## src/hdl/kmc_pkg.sv

```systemverilog
// Shared constants, types and a helper function for the k-mer histogram counter.
`timescale 1ns / 1ps

package kmc_pkg;

    localparam int SYMBOL_BITS    = 3;
    localparam int KMER_SYMBOLS   = 4;
    localparam int WRAP           = 4;

    localparam int KMER_BITS      = KMER_SYMBOLS * SYMBOL_BITS;
    localparam int KMER_ENTRIES   = 1 << KMER_BITS;
    localparam int SYMBOL_ENTRIES = 1 << SYMBOL_BITS;

    localparam int SYMBOL_W       = 3;
    localparam int KMER_INDEX_W   = 12;
    localparam int COUNT_W        = 32;
    localparam int LEN_W          = 32;
    localparam int POS_W          = LEN_W + 1;

    typedef logic [KMER_BITS-1:0]   kmer_addr_t;
    typedef logic [SYMBOL_BITS-1:0] sym_t;
    typedef logic [COUNT_W-1:0]     count_t;
    typedef logic [POS_W-1:0]       pos_t;
    typedef logic [LEN_W-1:0]       len_t;

    typedef struct packed {
        kmer_addr_t kmer_key;
        count_t     sym_total;
        logic       do_kmer;
        logic       do_sym;
        logic       finished;
        logic       len_err;
    } s1_t;

    function automatic count_t sat_inc(input count_t v);
        count_t r;
        r = (v == '1) ? v : v + count_t'(1);
        return r;
    endfunction

endpackage

```

## src/hdl/kmc_front.sv

```systemverilog
// Input stage: config register, window, position, phase decode and symbol histogram.
`timescale 1ns / 1ps

module kmc_front
(
    input  logic                       clk,
    input  logic                       rst_n,
    input  logic                       cfg_we,
    input  logic [kmc_pkg::LEN_W-1:0]  cfg_wdata,
    input  logic                       in_valid,
    output logic                       in_stall,
    input  logic [kmc_pkg::SYMBOL_W-1:0] symbol,
    input  logic                       clearing,
    input  logic                       s1_go,
    output logic                       s1_valid,
    output kmc_pkg::s1_t               s1,
    output logic                       rd_en,
    output kmc_pkg::kmer_addr_t        rd_addr
);

    kmc_pkg::len_t       text_length_reg;
    kmc_pkg::pos_t       last_pos_reg;
    logic                len_err_reg;
    kmc_pkg::kmer_addr_t window_reg;
    kmc_pkg::kmer_addr_t window_next;
    kmc_pkg::pos_t       position_reg;
    kmc_pkg::pos_t       position_next;
    kmc_pkg::count_t     sym_table_reg  [kmc_pkg::SYMBOL_ENTRIES];
    kmc_pkg::count_t     sym_table_next [kmc_pkg::SYMBOL_ENTRIES];
    logic                s1_valid_reg;
    logic                s1_valid_next;
    kmc_pkg::s1_t        s1_reg;
    kmc_pkg::s1_t        s1_next;

    kmc_pkg::sym_t       sym;
    logic                accept;
    logic                do_sym;
    logic                do_kmer;
    kmc_pkg::count_t     sym_old;
    kmc_pkg::count_t     sym_new;

    assign in_stall = clearing || (s1_valid_reg && !s1_go);
    assign accept   = in_valid && !in_stall;
    assign sym      = symbol[kmc_pkg::SYMBOL_BITS-1:0];

    always_comb
    begin
        window_next   = window_reg;
        position_next = position_reg;
        sym_table_next = sym_table_reg;
        s1_next       = s1_reg;
        s1_valid_next = s1_valid_reg && !s1_go;

        do_sym  = (position_reg < kmc_pkg::POS_W'(kmc_pkg::WRAP))
               || (position_reg < kmc_pkg::POS_W'(text_length_reg));
        do_kmer = (position_reg >= kmc_pkg::POS_W'(kmc_pkg::WRAP))
               && (position_reg <= last_pos_reg);
        sym_old = sym_table_reg[sym];
        sym_new = do_sym ? kmc_pkg::sat_inc(sym_old) : sym_old;

        if (accept)
        begin
            s1_valid_next = 1'b1;
            if (len_err_reg)
            begin
                s1_next = '0;
                s1_next.len_err = 1'b1;
            end
            else
            begin
                window_next = kmc_pkg::KMER_BITS'({window_reg, sym});
                if (position_reg != '1)
                begin
                    position_next = position_reg + kmc_pkg::POS_W'(1);
                end
                sym_table_next[sym] = sym_new;
                s1_next.kmer_key  = window_next;
                s1_next.sym_total = sym_new;
                s1_next.do_kmer   = do_kmer;
                s1_next.do_sym    = do_sym;
                s1_next.finished  = (position_reg == last_pos_reg);
                s1_next.len_err   = 1'b0;
            end
        end
    end

    always_ff @(posedge clk or negedge rst_n)
    begin
        if (!rst_n)
        begin
            text_length_reg <= '0;
            last_pos_reg    <= kmc_pkg::POS_W'(kmc_pkg::WRAP - 1);
            len_err_reg     <= 1'b1;
            window_reg      <= '0;
            position_reg    <= '0;
            s1_valid_reg    <= 1'b0;
            for (int i = 0; i < kmc_pkg::SYMBOL_ENTRIES; i++)
            begin
                sym_table_reg[i] <= '0;
            end
        end
        else
        begin
            if (cfg_we)
            begin
                text_length_reg <= cfg_wdata;
                last_pos_reg    <= kmc_pkg::POS_W'(cfg_wdata)
                                 + kmc_pkg::POS_W'(kmc_pkg::WRAP - 1);
                len_err_reg     <= (cfg_wdata < kmc_pkg::LEN_W'(kmc_pkg::KMER_SYMBOLS));
            end
            window_reg    <= window_next;
            position_reg  <= position_next;
            s1_valid_reg  <= s1_valid_next;
            sym_table_reg <= sym_table_next;
        end
    end

    always_ff @(posedge clk)
    begin
        s1_reg <= s1_next;
    end

    assign s1_valid = s1_valid_reg;
    assign s1       = s1_reg;
    assign rd_en    = accept;
    assign rd_addr  = window_next;

endmodule

```

## config.mk

```make
export PLATFORM = sky130hd
export DESIGN_NAME = kmc_front
export DESIGN_NICKNAME = d
export VERILOG_FILES = /design/src/hdl/kmc_pkg.sv /design/src/hdl/kmc_front.sv
export SDC_FILE = /design/constraint.sdc
export NUM_CORES = 1
export LEC_CHECK = 0
export ABC_AREA = 1
export BUFFER_PORTS_ARGS = -buffer_cell sky130_fd_sc_hd__buf_2
export CAP_MARGIN = 5
export CORE_ASPECT_RATIO = 0.6
export CORE_MARGIN = 4
export CORE_UTILIZATION = 40
export DETAILED_ROUTE_END_ITERATION = 12
export PLACE_DENSITY = 0.61
export SYNTH_ARGS = -nofsm -noshare
export SYNTH_HDL_FRONTEND = slang
export SYNTH_SLANG_ARGS = --single-unit
```

## constraint.sdc

```tcl
create_clock -name clk -period 13.07 [get_ports clk]
set_input_delay 1.307 -clock clk [delete_from_list [all_inputs] [get_ports clk]]
set_output_delay 1.307 -clock clk [all_outputs]
set_load 0.01 [all_outputs]
```

==> results.yml <==
timing:
  slew_viol_final: 0
  period_share: 0.365
  finClkSkew_ps: 58.4
  setup_viol: 0
  fin_tns_setup_ps: 0
  rsz0062_at_grt: "false"
  slew-limit-headroom: 0.176
  period_needed_ps: 4770
  tightest_slew_ps: 1230
  finalHoldViolations: 0
  clock.fmax_mhz: 210
clock_network:
  cts_root_buf: "clkbuf_16"
  cts_tree: "done"
  clock_sinks: 416
  h-tree-depth: 2
  cts_buffers: 44
  cts_resized: 0
  hold_buffers: 0
  clk_path_buf_depth: 3
  worstSkewPairLatency_ps: 600
  clk_pin_slew_worst_paths_ps: 60
  post_cts_buffers: 0
logic_synthesis:
  ys.warnings.count: 0
  ys_ff_latch: 416
  yosysTopAreaCellShare: 0.404
  mappedNetlistNets: 3165
  yosysSeqAreaShare: 0.471
  ys.flop_type: "dfrtp_1"
  synthArstFlopShare: 0.885
  avgSynthCellArea_um2: 7.40
  yosysUniqueCellTypes: 44
  synth_area_um2: 22600
  yosysTopAreaCell: "dfrtp_1"
  synth_edf_count: 48
  synth_cells: 3055
  synth.area.top_cells: "dfrtp_1 40%, nand2_1 20%, edfxtp_1 6.4%"
setup_path:
  cp_cell_sequence: "buf_2 > nor3_2 > buf_4 > nand2_1 > o21ai_0 > buf_2"
  critPathSlowestCell: "nand2_1"
  path_max_fanout: 30
  path_class: "in2out"
  critPathRequiredTime_ps: 11760
  worstSetupEndpointType: "output pin"
  crit_arrival_ps: 3460
  startpoint_type: "primary input"
  crit_top_cell: "buf_2"
  max_stage_delay_ps: 650
run:
  drv_cap: 0
floorplan:
  rows: 67
  core_area_um2: 55900
  die_w_um: 315
  initial_core_util: 0.404
  io_pins: 104
  dieArea_um2: 60500
  die_h_um: 192
worst_hold_path:
  hp-class: "reg2reg"
route:
  num_vias: 19900
  avgViaCountPerCell: 5.09
  first_pass_iters: 6
  drt_iter0_markers: 2569
  drc: 0
  wl_mm: 71.1
  ant_nets: 0
  wl_per_cell_um: 18.2
finish:
  multi_input_area_um2: 9950
  final_nets: 3227
  largest_reg_flops: 256
  fill_cells: 5608
  syn2layout_area_growth_pct: 11.6
  register_area_um2: 10700
  layout-drive-gt1-share: 0.0968
  utilization: 0.451
global_routing:
  grt_pass1_vias: 17800
  antenna_found_initial: 3
  grt_pass1_wl_mm: 110
  grt_util_all_layers: 0.237
  gr-total-overflow: 0
  grt_max_degree: 153
placed_design:
  io_buffers: 103
  routabilityCongestion: 0.975
  hpwl_mm: 48.5
pwr:
  ir_worst_vdd_mv: 0.0748
  p_leak_uw: 0.0132
  power.total_uw: 3810
  power.density_nw_per_um2: 151
status:
  status: "complete, no violations"
## power breakdown
group,internal [µW],leakage [µW],switching (µW)
Combinational,267,0.00726,582
Sequential,1560,0.00520,127
Clock,716,0.000712,556
## critical path: cells and delay by family
family / cells / cell delay (ps)
AND/OR/NAND/NOR: 2 / 850
AO/OA/AOI/OAI: 1 / 530
buffers and inverters: 3 / 750
## cells in the final DEF, fill, tap and decap left out, drive strengths merged, types with 4 or more instances in the layout
cell type and n:
nand2 1255, inv 389, dfrtp 365, nor2 226, nand3 172, buf 134, o21ai 119, ha 69
a21oi 63, clkbuf 59, edfxtp 48, nand4 42, o211ai 30, or2 27, xor2 25, nor3 25
o221ai 20, clkinv 20, nor4 14, o21a 13, xnor2 10, nand3b 4
## routing by layer
metal  global-route usage  vias to the layer above  share of wire  routed length [µm]
met1                0.399                     9254           0.51               36400
met4               0.0352                        2          0.011                 817
li1                     -                     9684              -                   -
met3               0.0773                       66           0.13                9400
met2                0.284                      916           0.34               24400
met5                    0                        -        0.00025                  18
## worst paths after layout
path	startpoint	to	slack, ps	depth (start not counted)
hold reg to reg	sym_table_reg[149]	sym_table_reg[149]	480	2
min in group asynchronous	rst_n	sym_table_reg[184]	710	1
setup reg to reg	s1_valid	sym_table_reg[99]	9000	11
hold / removal	sym_table_reg[149]	sym_table_reg[149]	480	2
max in group asynchronous	rst_n	text_length_reg[0]	10920	2
setup / recovery	clearing	rd_addr[2]	8300	6
## per-stage QoR
step / std cells / area, µm² / hold slack [ps] / setup slack [ps]
floorplan: 3055 / 22600 / 441 / 5400
global placement: 3830 / 23800 / 459 / 7930
detailed placement: 3830 / 23800 / 459 / 8000
CTS: 3911 / 25200 / 477 / 8310
global route: 3911 / 25200 / 489 / 8090
finish: 3912 / 25200 / 476 / 8300
## cells by family after synthesis
kind of cell | count (synthesis) | share of synthesized area
adder cells (fa/ha/maj) | 69 | 0.0382
AO/OA/AOI/OAI | 259 | 0.0669
XOR/XNOR | 35 | 0.0136
AND/OR/NAND/NOR | 1767 | 0.321
flip-flops | 416 | 0.471
buffers and inverters | 509 | 0.0896
## area by class of cell
| type | instances | area share |
|---|---|---|
| antenna | 1 | 0.0000992 |
| timing repair buffer | 134 | 0.0306 |
| sequential | 416 | 0.422 |
| inverter | 391 | 0.0582 |
| clock buffer | 59 | 0.0495 |
| clock inverter | 22 | 0.00744 |
| tap | 759 | 0.0376 |
| multi-input combinational | 2130 | 0.394 |
## cell usage after synthesis, drive strengths merged, types with 3 or more instances
cell type	number
nand2	1255
inv	388
dfrtp	365
nor2	226
nand3	172
o21ai	119
ha	69
a21oi	63
buf	63
clkbuf	55
edfxtp	48
nand4	42
o211ai	30
or2	27
nor3	25
xor2	25
o221ai	20
nor4	14
o21a	13
xnor2	10
nand3b	4
a211oi	3
clkinv	3
dfstp	3
o22ai	3
No activity file was read; power rests on OpenSTA's default activity.
