<file path="src/hdl/kmc_pkg.sv">
// Shared constants, types and a helper function for the k-mer histogram counter.
`timescale 1ns / 1ps

package kmc_pkg;

    localparam int SYMBOL_BITS    = 3;
    localparam int KMER_SYMBOLS   = 4;
    localparam int WRAP           = 4;

    localparam int KMER_BITS      = KMER_SYMBOLS * SYMBOL_BITS;
    localparam int KMER_ENTRIES   = 1 << KMER_BITS;
    localparam int SYMBOL_ENTRIES = 1 << SYMBOL_BITS;

    localparam int SYMBOL_W       = 3;
    localparam int KMER_INDEX_W   = 12;
    localparam int COUNT_W        = 32;
    localparam int LEN_W          = 32;
    localparam int POS_W          = LEN_W + 1;

    typedef logic [KMER_BITS-1:0]   kmer_addr_t;
    typedef logic [SYMBOL_BITS-1:0] sym_t;
    typedef logic [COUNT_W-1:0]     count_t;
    typedef logic [POS_W-1:0]       pos_t;
    typedef logic [LEN_W-1:0]       len_t;

    typedef struct packed {
        kmer_addr_t kmer_key;
        count_t     sym_total;
        logic       do_kmer;
        logic       do_sym;
        logic       finished;
        logic       len_err;
    } s1_t;

    function automatic count_t sat_inc(input count_t v);
        count_t r;
        r = (v == '1) ? v : v + count_t'(1);
        return r;
    endfunction

endpackage

</file>
<file path="src/hdl/kmc_back.sv">
// Update stage: forwarding, k-mer count write-back, peak tracking, clear sweep, output register.
`timescale 1ns / 1ps

module kmc_back
(
    input  logic                           clk,
    input  logic                           rst_n,
    input  logic                           s1_valid,
    input  kmc_pkg::s1_t                   s1,
    output logic                           s1_go,
    output logic                           clearing,
    input  kmc_pkg::count_t                rd_data,
    output logic                           wr_en,
    output kmc_pkg::kmer_addr_t            wr_addr,
    output kmc_pkg::count_t                wr_data,
    output logic                           out_valid,
    input  logic                           out_stall,
    output logic [kmc_pkg::KMER_INDEX_W-1:0] kmer_index,
    output logic [kmc_pkg::COUNT_W-1:0]    kmer_total,
    output logic [kmc_pkg::COUNT_W-1:0]    symbol_total,
    output logic                           kmer_counted,
    output logic                           symbol_counted,
    output logic [kmc_pkg::COUNT_W-1:0]    peak_count,
    output logic                           finished,
    output logic                           length_error
);

    logic                clear_reg;
    logic                clear_next;
    kmc_pkg::kmer_addr_t clr_addr_reg;
    kmc_pkg::kmer_addr_t clr_addr_next;
    logic                fwd_valid_reg;
    kmc_pkg::kmer_addr_t fwd_addr_reg;
    kmc_pkg::count_t     fwd_data_reg;
    kmc_pkg::count_t     peak_reg;
    kmc_pkg::count_t     peak_next;
    logic                out_valid_reg;
    logic                out_valid_next;

    logic [kmc_pkg::KMER_INDEX_W-1:0] kmer_index_reg;
    kmc_pkg::count_t     kmer_total_reg;
    kmc_pkg::count_t     symbol_total_reg;
    logic                kmer_counted_reg;
    logic                symbol_counted_reg;
    kmc_pkg::count_t     peak_count_reg;
    logic                finished_reg;
    logic                length_error_reg;

    kmc_pkg::count_t     kmer_old;
    kmc_pkg::count_t     kmer_new;
    logic                upd_we;

    assign s1_go    = s1_valid && (!out_valid_reg || !out_stall);
    assign clearing = clear_reg;

    always_comb
    begin
        kmer_old = (fwd_valid_reg && (fwd_addr_reg == s1.kmer_key)) ? fwd_data_reg : rd_data;
        kmer_new = s1.do_kmer ? kmc_pkg::sat_inc(kmer_old) : kmer_old;
        upd_we   = s1_go && s1.do_kmer;

        peak_next = peak_reg;
        if (upd_we && (kmer_new > peak_reg))
        begin
            peak_next = kmer_new;
        end

        clear_next    = clear_reg;
        clr_addr_next = clr_addr_reg;
        if (clear_reg)
        begin
            clr_addr_next = clr_addr_reg + kmc_pkg::KMER_BITS'(1);
            if (clr_addr_reg == '1)
            begin
                clear_next = 1'b0;
            end
        end

        out_valid_next = s1_go || (out_valid_reg && out_stall);

        wr_en   = clear_reg || upd_we;
        wr_addr = clear_reg ? clr_addr_reg : s1.kmer_key;
        wr_data = clear_reg ? '0 : kmer_new;
    end

    always_ff @(posedge clk or negedge rst_n)
    begin
        if (!rst_n)
        begin
            clear_reg     <= 1'b1;
            clr_addr_reg  <= '0;
            fwd_valid_reg <= 1'b0;
            peak_reg      <= '0;
            out_valid_reg <= 1'b0;
        end
        else
        begin
            clear_reg     <= clear_next;
            clr_addr_reg  <= clr_addr_next;
            peak_reg      <= peak_next;
            out_valid_reg <= out_valid_next;
            if (upd_we)
            begin
                fwd_valid_reg <= 1'b1;
            end
        end
    end

    always_ff @(posedge clk)
    begin
        if (upd_we)
        begin
            fwd_addr_reg <= s1.kmer_key;
            fwd_data_reg <= kmer_new;
        end
        if (s1_go)
        begin
            kmer_index_reg     <= s1.len_err ? '0 : kmc_pkg::KMER_INDEX_W'(s1.kmer_key);
            kmer_total_reg     <= s1.len_err ? '0 : kmer_new;
            symbol_total_reg   <= s1.sym_total;
            kmer_counted_reg   <= s1.do_kmer;
            symbol_counted_reg <= s1.do_sym;
            peak_count_reg     <= peak_next;
            finished_reg       <= s1.finished;
            length_error_reg   <= s1.len_err;
        end
    end

    assign out_valid      = out_valid_reg;
    assign kmer_index     = kmer_index_reg;
    assign kmer_total     = kmer_total_reg;
    assign symbol_total   = symbol_total_reg;
    assign kmer_counted   = kmer_counted_reg;
    assign symbol_counted = symbol_counted_reg;
    assign peak_count     = peak_count_reg;
    assign finished       = finished_reg;
    assign length_error   = length_error_reg;

`ifndef SYNTHESIS
    a_no_item_while_clearing: assert property (@(posedge clk) disable iff (!rst_n)
        clear_reg |-> !s1_valid)
        else $error("item in update stage during clear sweep");

    a_peak_covers_write: assert property (@(posedge clk) disable iff (!rst_n)
        upd_we |=> (peak_reg >= $past(kmer_new)))
        else $error("peak below a written k-mer count");

    a_counted_nonzero: assert property (@(posedge clk) disable iff (!rst_n)
        (out_valid_reg && kmer_counted_reg) |-> (kmer_total_reg != '0))
        else $error("counted k-mer reports zero total");

    a_error_counts_nothing: assert property (@(posedge clk) disable iff (!rst_n)
        (out_valid_reg && length_error_reg) |-> (!kmer_counted_reg && !symbol_counted_reg))
        else $error("length error item was counted");
`endif

endmodule
</file>
<file path="config.mk">
export PLATFORM = sky130hd
export DESIGN_NAME = kmc_back
export DESIGN_NICKNAME = d
export VERILOG_FILES = /design/src/hdl/kmc_pkg.sv /design/src/hdl/kmc_back.sv
export SDC_FILE = /design/constraint.sdc
export NUM_CORES = 1
export LEC_CHECK = 0
export BUFFER_PORTS_ARGS = -buffer_cell sky130_fd_sc_hd__buf_2
export CAP_MARGIN = 15
export CORE_UTILIZATION = 38
export DETAILED_ROUTE_END_ITERATION = 12
export GPL_TIMING_DRIVEN = 0
export PLACE_DENSITY = 0.63
export SETUP_SLACK_MARGIN = 0.4
export SYNTH_ARGS = -nofsm -noshare
export SYNTH_HDL_FRONTEND = slang
export SYNTH_SLANG_ARGS = --single-unit
</file>
<file path="constraint.sdc">
create_clock -name clk -period 15.5 [get_ports clk]
set_input_delay 1.55 -clock clk [delete_from_list [all_inputs] [get_ports clk]]
set_output_delay 1.55 -clock clk [all_outputs]
set_load 0.01 [all_outputs]
</file>
==> flow_results.org, run 1 <==
** Final layout
- The repair_antennas step left the layout with diodes totalling 0.
- Fillers :: 2443
- Measured on the finished design, the core utilization comes to 48.4%.
- For this run, the number of standard cells in the final layout without fillers is 1473.
- Area occupied by multi-input gates :: 0.00384 mm^2
- Register area :: 0.00586 mm^2
- With fillers left out, the area of the finished cells amounts to 0.0126 mm^2.
- Post-synthesis to final-layout area growth :: 25.2%
- Final Net Count :: 1238
- Share of cells above drive strength 1 :: 30.1%

** Timing
- Tmin final :: 8.76 ns
- Unrepaired setup endpoints after global routing :: no
- The final hold violation count was 0.
- Worst Max-Slew Pin Slew :: 0.760 ns
- Highest Clock Rate :: 114 MHz
- The final count of pins violating max slew was 0.
- Slew margin rel. :: 49.3%
- Clock Skew :: 0.0114 ns
- Total negative slack for setup checks :: 0 ns
- Final setup fails :: 0
- After layout, the worst path uses 56.5% of the clock period.

** Clock network
- Clock latency on the worst-skew pair, taken at its later pin, is 0.53 ns.
- Post_cts resized :: 0
- In this run the number of H-tree levels came out at 1.
- Buffers added to address setup during post-CTS repair amount to 0.
- In this run, post-CTS hold repair placed 0 buffers.
- Clock transition at the registers of the reported paths :: 0.05 ns
- The clock passes through at most 3 buffers.
- In this run, CTS created clock tree buffers numbering 24.
- Clock tree synthesis selected as its root buffer the cell clkbuf_16.
- Count of clock tree sinks :: 203
- TritonCTS clock tree :: built

** Synth
- The synthesized netlist devotes 4.22% of its cell area to adder and majority cells.
- By area, the combinational part of the netlist is dominated by simple AND/OR/NAND/NOR gates.
- Most instantiated cells after synthesis :: edfxtp_1 (156), nor2_1 (80), nand2_1 (72)
- edfxtp_1 is the most common cell in the netlist.
- Cell accounting for the most synthesized area :: edfxtp_1
- Mux cell area share after synthesis :: 5.90%
- Count of cell types in the netlist :: 67
- Cell types with the largest area share after synthesis :: edfxtp_1 (47%), dfrtp_1 (11%), ha_1 (4.2%)
- The Yosys step of the flow raised 0 warnings.
- In this run the biggest area consumer among cell types represents 46.5% of the synthesized area.
- Complex-gate fraction of the synthesized area :: 7.03%
- The cell area that synthesis handed to floorplanning was 0.0101 mm^2.
- Counting every instance in the synthesized netlist gives 846.
- Each instance of the synthesized netlist takes up on average 11.9 um^2.
- For this run, asynchronously set or reset flops after synthesis account for 23.2%.
- Number of flip-flops and latches in the synthesized netlist :: 203
- Synth Area in Simple Gates :: 15.6%
- The share of the Yosys chip area taken by registers is 58.2%.
- The number of nets handed over by synthesis was 964.
- After Yosys synthesis, XOR and XNOR cells account for 5.24% of the synthesized area.
- The most used flip-flop cell after synthesis is edfxtp_1.
- Yosys mapped a number of flops with a built-in enable equal to 156.

** Pwr
- IR analysis of the VDD net gives a maximum drop of 0.0853 mV.
- Power spread over the standard cell area amounts to 123 mW/mm^2.
- The analysis attributes to cell leakage a power of 5.25 nW.

** Global routing
- For met2 alone, demand over resource in global routing was 34.1%.
- Number of global-route vias before repair :: 7323
- Initial antenna violation count :: 0
- The first global-routing pass estimated 41800 um of wire.
- Across every metal layer, demand over resource in global routing totals 20.4%.
- Total congestion overflow after global routing :: 0
- GR Layer Usage met1 :: 26.7%
- Most used routing layer :: met2
- Pin count of the biggest net entering global routing :: 33
- For this run, global-route usage on met3 was measured as 4.02%.

** Route
- In the final routed layout, each cell accounts on average for 18.9 um.
- In this run, the number of DRC markers left after iteration 0 of detailed routing was 418.
- Number of detailed-routing iterations run before antenna repair :: 5
- Number of nets still failing antenna checks after routing :: 0
- The routed design has 27800 um of wire.
- For this block, the via count after detailed routing is 7582.
- DRC Markers :: 0
- In the routed layout, each cell is associated on average with a via count of 5.15.

** Worst setup path
- CP Data Required Time :: 15.76 ns
- Data on the critical path arrives at its endpoint at 9.01 ns.
- The worst setup path is launched from a primary input.
- Critical R2R Launch :: fwd_addr_reg[3]
- Along the worst path, the maximum fanout reaches 10.
- Start-to-end type of the worst setup path :: primary input to flop
- Critical Path End Type :: flop
- Tracing the worst setup path back leads to its startpoint at s1[39].

** Flow run
- Max-cap violation count :: 0

** Place
- Post-placement cell count :: 1429
- Port buffering added 242 buffers.
- Instance area at placement :: 0.0118 mm^2
- Routability cong. :: 0.893
- Detailed Place HPWL :: 20700 um

** Min path
- The worst hold path belongs to the class flop to flop.
- Start point of the worst min-delay path :: fwd_valid_reg

** Die
- Floorplan die height :: 165 um
- After floorplanning, the core was sized to cover 0.0261 mm^2.
- Die Footprint :: 0.0272 mm^2
- Top Ports :: 244
- After floorplanning, the core was divided into 59 placement rows.
- The initial utilization of the core area, before any placement, comes to 38.7%.
- The die is 165 um wide.

** Run status
- Run status :: completed
==> kinds of logic (layout without fill, tap and decap cells) <==
kind of cell / count (synthesis) / count (layout)
adders and majority gates: 34 / 34
xor gates and xnor gates: 56 / 56
muxes: 55 / 55
buffers and inverters: 95 / 387
DFF: 203 / 203
and+or+nand+nor: 309 / 309
AOI/OAI and AO/OA: 94 / 94
==> through the flow <==
stage          hold slack [ns]  power, mW  setup slack, ns
2_1_floorplan            0.435      0.898             2.62
3_3_place_gp             0.461       1.01            -3.11
3_5_place_dp             0.466       1.02             6.14
4_1_cts                  0.483       1.57             6.66
5_1_grt                  0.491       1.63             6.23
6_report                 0.479       1.55             6.74
==> worst max-delay path, cell delays in order <==
cell	delay [ns]
buf_2	0.13
xnor2_1	0.15
nand4_1	0.23
nor4_4	0.68
buf_2	0.39
buf_2	0.33
nand2_1	0.09
nand2_1	0.10
ha_1	0.34
and4_4	0.31
or4b_1	0.49
nor4_4	0.43
or3_1	0.19
buf_6	0.19
a221oi_2	0.10
xor2_1	0.52
inv_1	0.14
ha_1	0.32
nand4_1	0.20
nor4_1	0.64
o21ai_0	0.18
a31oi_1	0.25
o31ai_1	0.21
clkbuf_1	0.32
o21ai_0	0.52
==> cells in the final DEF, fill, tap and decap left out, types with 5 or more instances in the layout <==
cell,netlist,routed
xor2_1,13,13
mux2i_1,26,26
inv_1,65,64
nor3_1,16,16
nand2_1,72,72
nor2_1,80,80
mux2_2,26,26
nand3_1,37,37
and4_1,5,5
clkbuf_16,0,24
nand4_1,31,31
clkbuf_1,19,25
a21o_1,8,8
buf_2,5,247
nor2b_1,20,20
or4_1,5,5
buf_12,0,5
o21ai_1,8,8
nor4_1,9,9
a21oi_1,11,11
edfxtp_1,156,156
dfrtp_1,46,46
and3_1,15,15
ha_1,34,34
xnor2_1,38,38
o21ai_0,28,28
==> power by group <==
group          switching, mW  internal [mW]  total, mW  leakage [nW]
combinational          0.181          0.114      0.295          2.79
sequential            0.0296          0.679      0.709          2.09
clock                  0.227          0.321      0.548         0.367
==> worst paths after layout <==
check | cells after the start | slack [ns] | end
setup / recovery | 25 | 6.74 | peak_count[18]
hold / removal | 1 | 0.48 | fwd_valid_reg
setup reg to reg | 24 | 7.48 | peak_count[18]
hold reg to reg | 1 | 0.48 | fwd_valid_reg
max in group asynchronous | 2 | 13.86 | clearing
min in group asynchronous | 1 | 0.99 | peak_reg[5]
==> layer usage <==
layer  vias up  share of wire (%)
met2       266                 48
li1       3626                  -
met1      3646                 43
met3        44                6.4
met5         -                  0
met4         0                2.7
==> layout make-up <==
class,instances,share of cell area [%]
Buffer,30,1.07
Clock buffer,34,5.38
Clock inverter,10,0.685
Inverter,65,1.94
Multi-Input combinational cell,548,30.5
Sequential cell,203,46.5
Tap cell,335,3.33
Timing Repair Buffer,248,10.6
Note: power is estimated with default switching activity, not from simulation.
==> run 2, diff against run 1 <==
Settings changed: PLACE_DENSITY 0.63 to 0.65.
Clock period 15.5 ns to 7.1 ns, I/O delays scaled along.
==> flow_results.org, run 2 (synthesis results as in run 1) <==
** Run status
- Run status :: completed (unchanged)

** Timing
- The worst path in the final design needs a cycle of 6.45 ns, including I/O delays and setup.
- The final hold violation count came to 0 (unchanged).
- The setup slack after layout was 0.654 ns (was 6.74 ns).
- The slew at the pin closest to its max-slew limit came to 0.793 ns (was 0.760 ns).
- Slew margin rel. :: 46.7% (was 49.3%)
- The worst clock skew is 0.0124 ns (was 0.0114 ns).
- Unrepaired setup endpoints after global routing: no (unchanged).
- Final setup fails :: 0 (unchanged)
- Slew Limit Fails :: 0 (unchanged)
- Of the available clock period, the critical path in the final layout requires 90.8%.
- Highest Clock Rate :: 155 MHz

** Clock network
- Number of buffers on the longest clock path :: 3 (unchanged)
- The cell at the root of the clock tree was clkbuf_16 (unchanged).
- Clock latency of the later-clocked register in the worst-skew pair :: 0.52 ns (was 0.53 ns)
- TritonCTS clock tree :: built (unchanged)
- Number of H-tree branching levels :: 1 (unchanged)
- Inserted Clock Buffers :: 24 (unchanged)
- Clock transition at the registers of the reported paths :: 0.06 ns (was 0.05 ns)
- Count of clock tree sinks :: 203 (unchanged)

** Route
- Mean routed wirelength per cell :: 19.1 um (was 18.9 um)
- Highest routed metal layer :: met4 (unchanged)
- Detail-routed via count per cell :: 5.16 (was 5.15)
- The total iterations of the first detailed-routing run came to 6 (was 5).
- Met3 wirelength from detailed routing :: 2010 um (was 1790 um)
- The first-iteration detailed-routing DRC count came to 457 (was 418).
- The final wirelength is 28300 um (was 27800 um).
- Met1 wire length :: 12200 um (was 12000 um)
- Number of nets still failing antenna checks after routing :: 0 (unchanged)
- The total via count after detailed routing is 7645 (was 7582).
- The sum of met2 wire segment lengths after detailed routing is 13200 um (was 13300 um).
- The remaining routing DRC violations came to 0 (unchanged).

** Die
- Placeable core area :: 0.0261 mm^2 (unchanged)
- The number of I/O pins is 244 (unchanged).
- Die Footprint :: 0.0272 mm^2 (unchanged)
- The starting density of the core was 38.7% (unchanged).
- The floorplan die width was 165 um (unchanged).
- Number of rows in the core area :: 59 (unchanged)
- The die height was 165 um (unchanged).

** Pwr
- Logic pwr share :: 18.9% (was 19.0%)
- Clock network power share :: 37.0% (was 35.3%)
- The net load switching power was 960 uW (was 438 uW).
- The power per cell area is 273 mW/mm^2 (was 123 mW/mm^2).
- The total power of the final layout came to 3.51 mW (was 1.55 mW).
- Internal Power :: 2.55 mW (was 1.11 mW)
- The static leakage power is 5.37 nW (was 5.25 nW).
- The relative contribution of sequential cells to total power was 44.1% (was 45.7%).
- Worst ir drop on vdd :: 0.220 mV (was 0.0853 mV)
- Switching part of the total :: 27.3% (was 28.2%)

** Global routing
- Number of global-route vias before repair :: 7541 (was 7323)
- Total congestion overflow after global routing :: 0 (unchanged)
- First-pass GRT wire length :: 42400 um (was 41800 um)
- Initial antenna violation count :: 1 (was 0)
- Overall fraction of global-route tracks in use :: 20.8% (was 20.4%)
- The maximum number of pins on one net before global-route repair came to 33 (unchanged).

** Final layout
- Share of the core filled with cells :: 49.4% (was 48.4%)
- Fillers :: 2404 (was 2443)
- Most common cell after layout, fill and taps aside :: buf_2 (unchanged)
- Final Net Count :: 1247 (was 1238)
- Top library cells by usage in the layout, fill and taps aside :: buf_2 (244), edfxtp_1 (156), nor2_1 (80) (was buf_2 (247), edfxtp_1 (156), nor2_1 (80))
- Share of cells above drive strength 1 :: 32.3% (was 30.1%)
- The layout-stage area growth over the synthesis result came to 27.8% (was 25.2%).

** Min path
- The class of the tightest hold or removal check is primary input to async pin (was flop to flop).

** Place
- The weighted congestion at the end of routability-driven global placement was 0.904 (was 0.893).
- The number of port buffers was 242 (unchanged).
- The post-detailed-placement half-perimeter wirelength came to 21100 um (was 20700 um).
- Pre-CTS setup slack :: -1.44 ns (was 6.14 ns)

** Worst setup path
- Start-to-end type of the worst setup path :: flop to flop (was primary input to flop)
- The data required time at the worst endpoint is 7.35 ns (was 15.76 ns).
- The kind of start point of the critical path was a flop (was primary input).
- Crit path arrival time :: 6.69 ns (was 9.01 ns)
- Largest fanout on the critical path :: 10 (unchanged)
- Critical Path End Type :: flop (unchanged)

** Flow run
- Max-cap violation count :: 0 (unchanged)
==> run 2: cell count changes in the layout (fill, tap and decap cells not counted), sizes merged <==
cell      change
buf           +8
bufinv        +3
clkbuf        +2
clkinv        -2
clkinvlp      -2
diode         +1
==> run 2: path summary, 6_finish.rpt <==
kind                            startpoint               end  slack, ns  cells after the start
max                        fwd_addr_reg[0]    peak_count[17]       0.65                     26
min                                  rst_n       peak_reg[6]       0.15                      1
max reg2reg                fwd_addr_reg[0]    peak_count[17]       0.65                     26
min reg2reg                  fwd_valid_reg     fwd_valid_reg       0.49                      1
max in group asynchronous            rst_n          clearing       6.32                      2
min in group clk                    s1[21]  symbol_total[17]       0.36                      1
==> run 2: through the flow <==
step	instance area, um^2	instances	setup TNS [ns]	hold slack (ns)
2_1_floorplan	10100	846	0	0.414
3_3_place_gp	11700	1423	-133.23	0.459
3_5_place_dp	11800	1429	-71.16	0.482
4_1_cts	12800	1478	0	0.150
5_1_grt	12900	1483	0	0.166
6_report	12900	1483	0	0.154
==> run 2: area by class of cell <==
type	instances	area [um^2]	share of cell area, %
Inverter	65	244	1.90
Sequential cell	203	5860	45.5
Buffer	30	168	1.30
Clock inverter	9	156	1.22
Tap cell	335	419	3.26
Multi-Input combinational cell	548	3940	30.6
Antenna cell	1	2.50	0.0194
Timing Repair Buffer	257	1400	10.9
Clock buffer	35	682	5.30
==> run 2: timing repair <==
action,in CTS,in global routing
setup buffers,5,4
setup endpoints to repair,64,61
endpoints found under the hold margin,0,0
pin swaps,3,5
gates resized for setup,21,16
hold buffers,0,0
==> run 2: critical path: stages, from the launching register on <==
cell and delay, ns:
edfxtp_1 0.38, xnor2_1 0.19, nand3_1 0.17, or4_4 0.60, buf_6 0.19, buf_2 0.22
clkbuf_4 0.26, nand2_1 0.10, nand2_1 0.08, ha_2 0.25, and4_4 0.21, or4b_1 0.21
nor4_4 0.05, or3_1 0.36, buf_6 0.18, a2111oi_4 0.36, xor2_2 0.17, inv_1 0.08
ha_1 0.30, nand4_1 0.08, buf_4 0.16, nor3_1 0.07, a22oi_1 0.29, o211ai_1 0.23
o31ai_4 0.41, buf_4 0.18, mux2_1 0.38
==> run 2: per-layer routing <==
| metal | vias up | track usage (%) |
|---|---|---|
| met1 | 3680 | 26.7 |
| met3 | 51 | 5.27 |
| met4 | 0 | 7.09 |
| li1 | 3635 | - |
| met5 | - | 0 |
| met2 | 279 | 33.9 |
==> run 2: power by group through the flow <==
stage	clock, mW	combinational (mW)	sequential [mW]
after global placement	0	0.622	1.58
after CTS	1.33	0.665	1.55
final	1.30	0.663	1.55
after global routing	1.37	0.759	1.57
after floorplan	0	0.350	1.60
after detailed placement	0	0.644	1.57
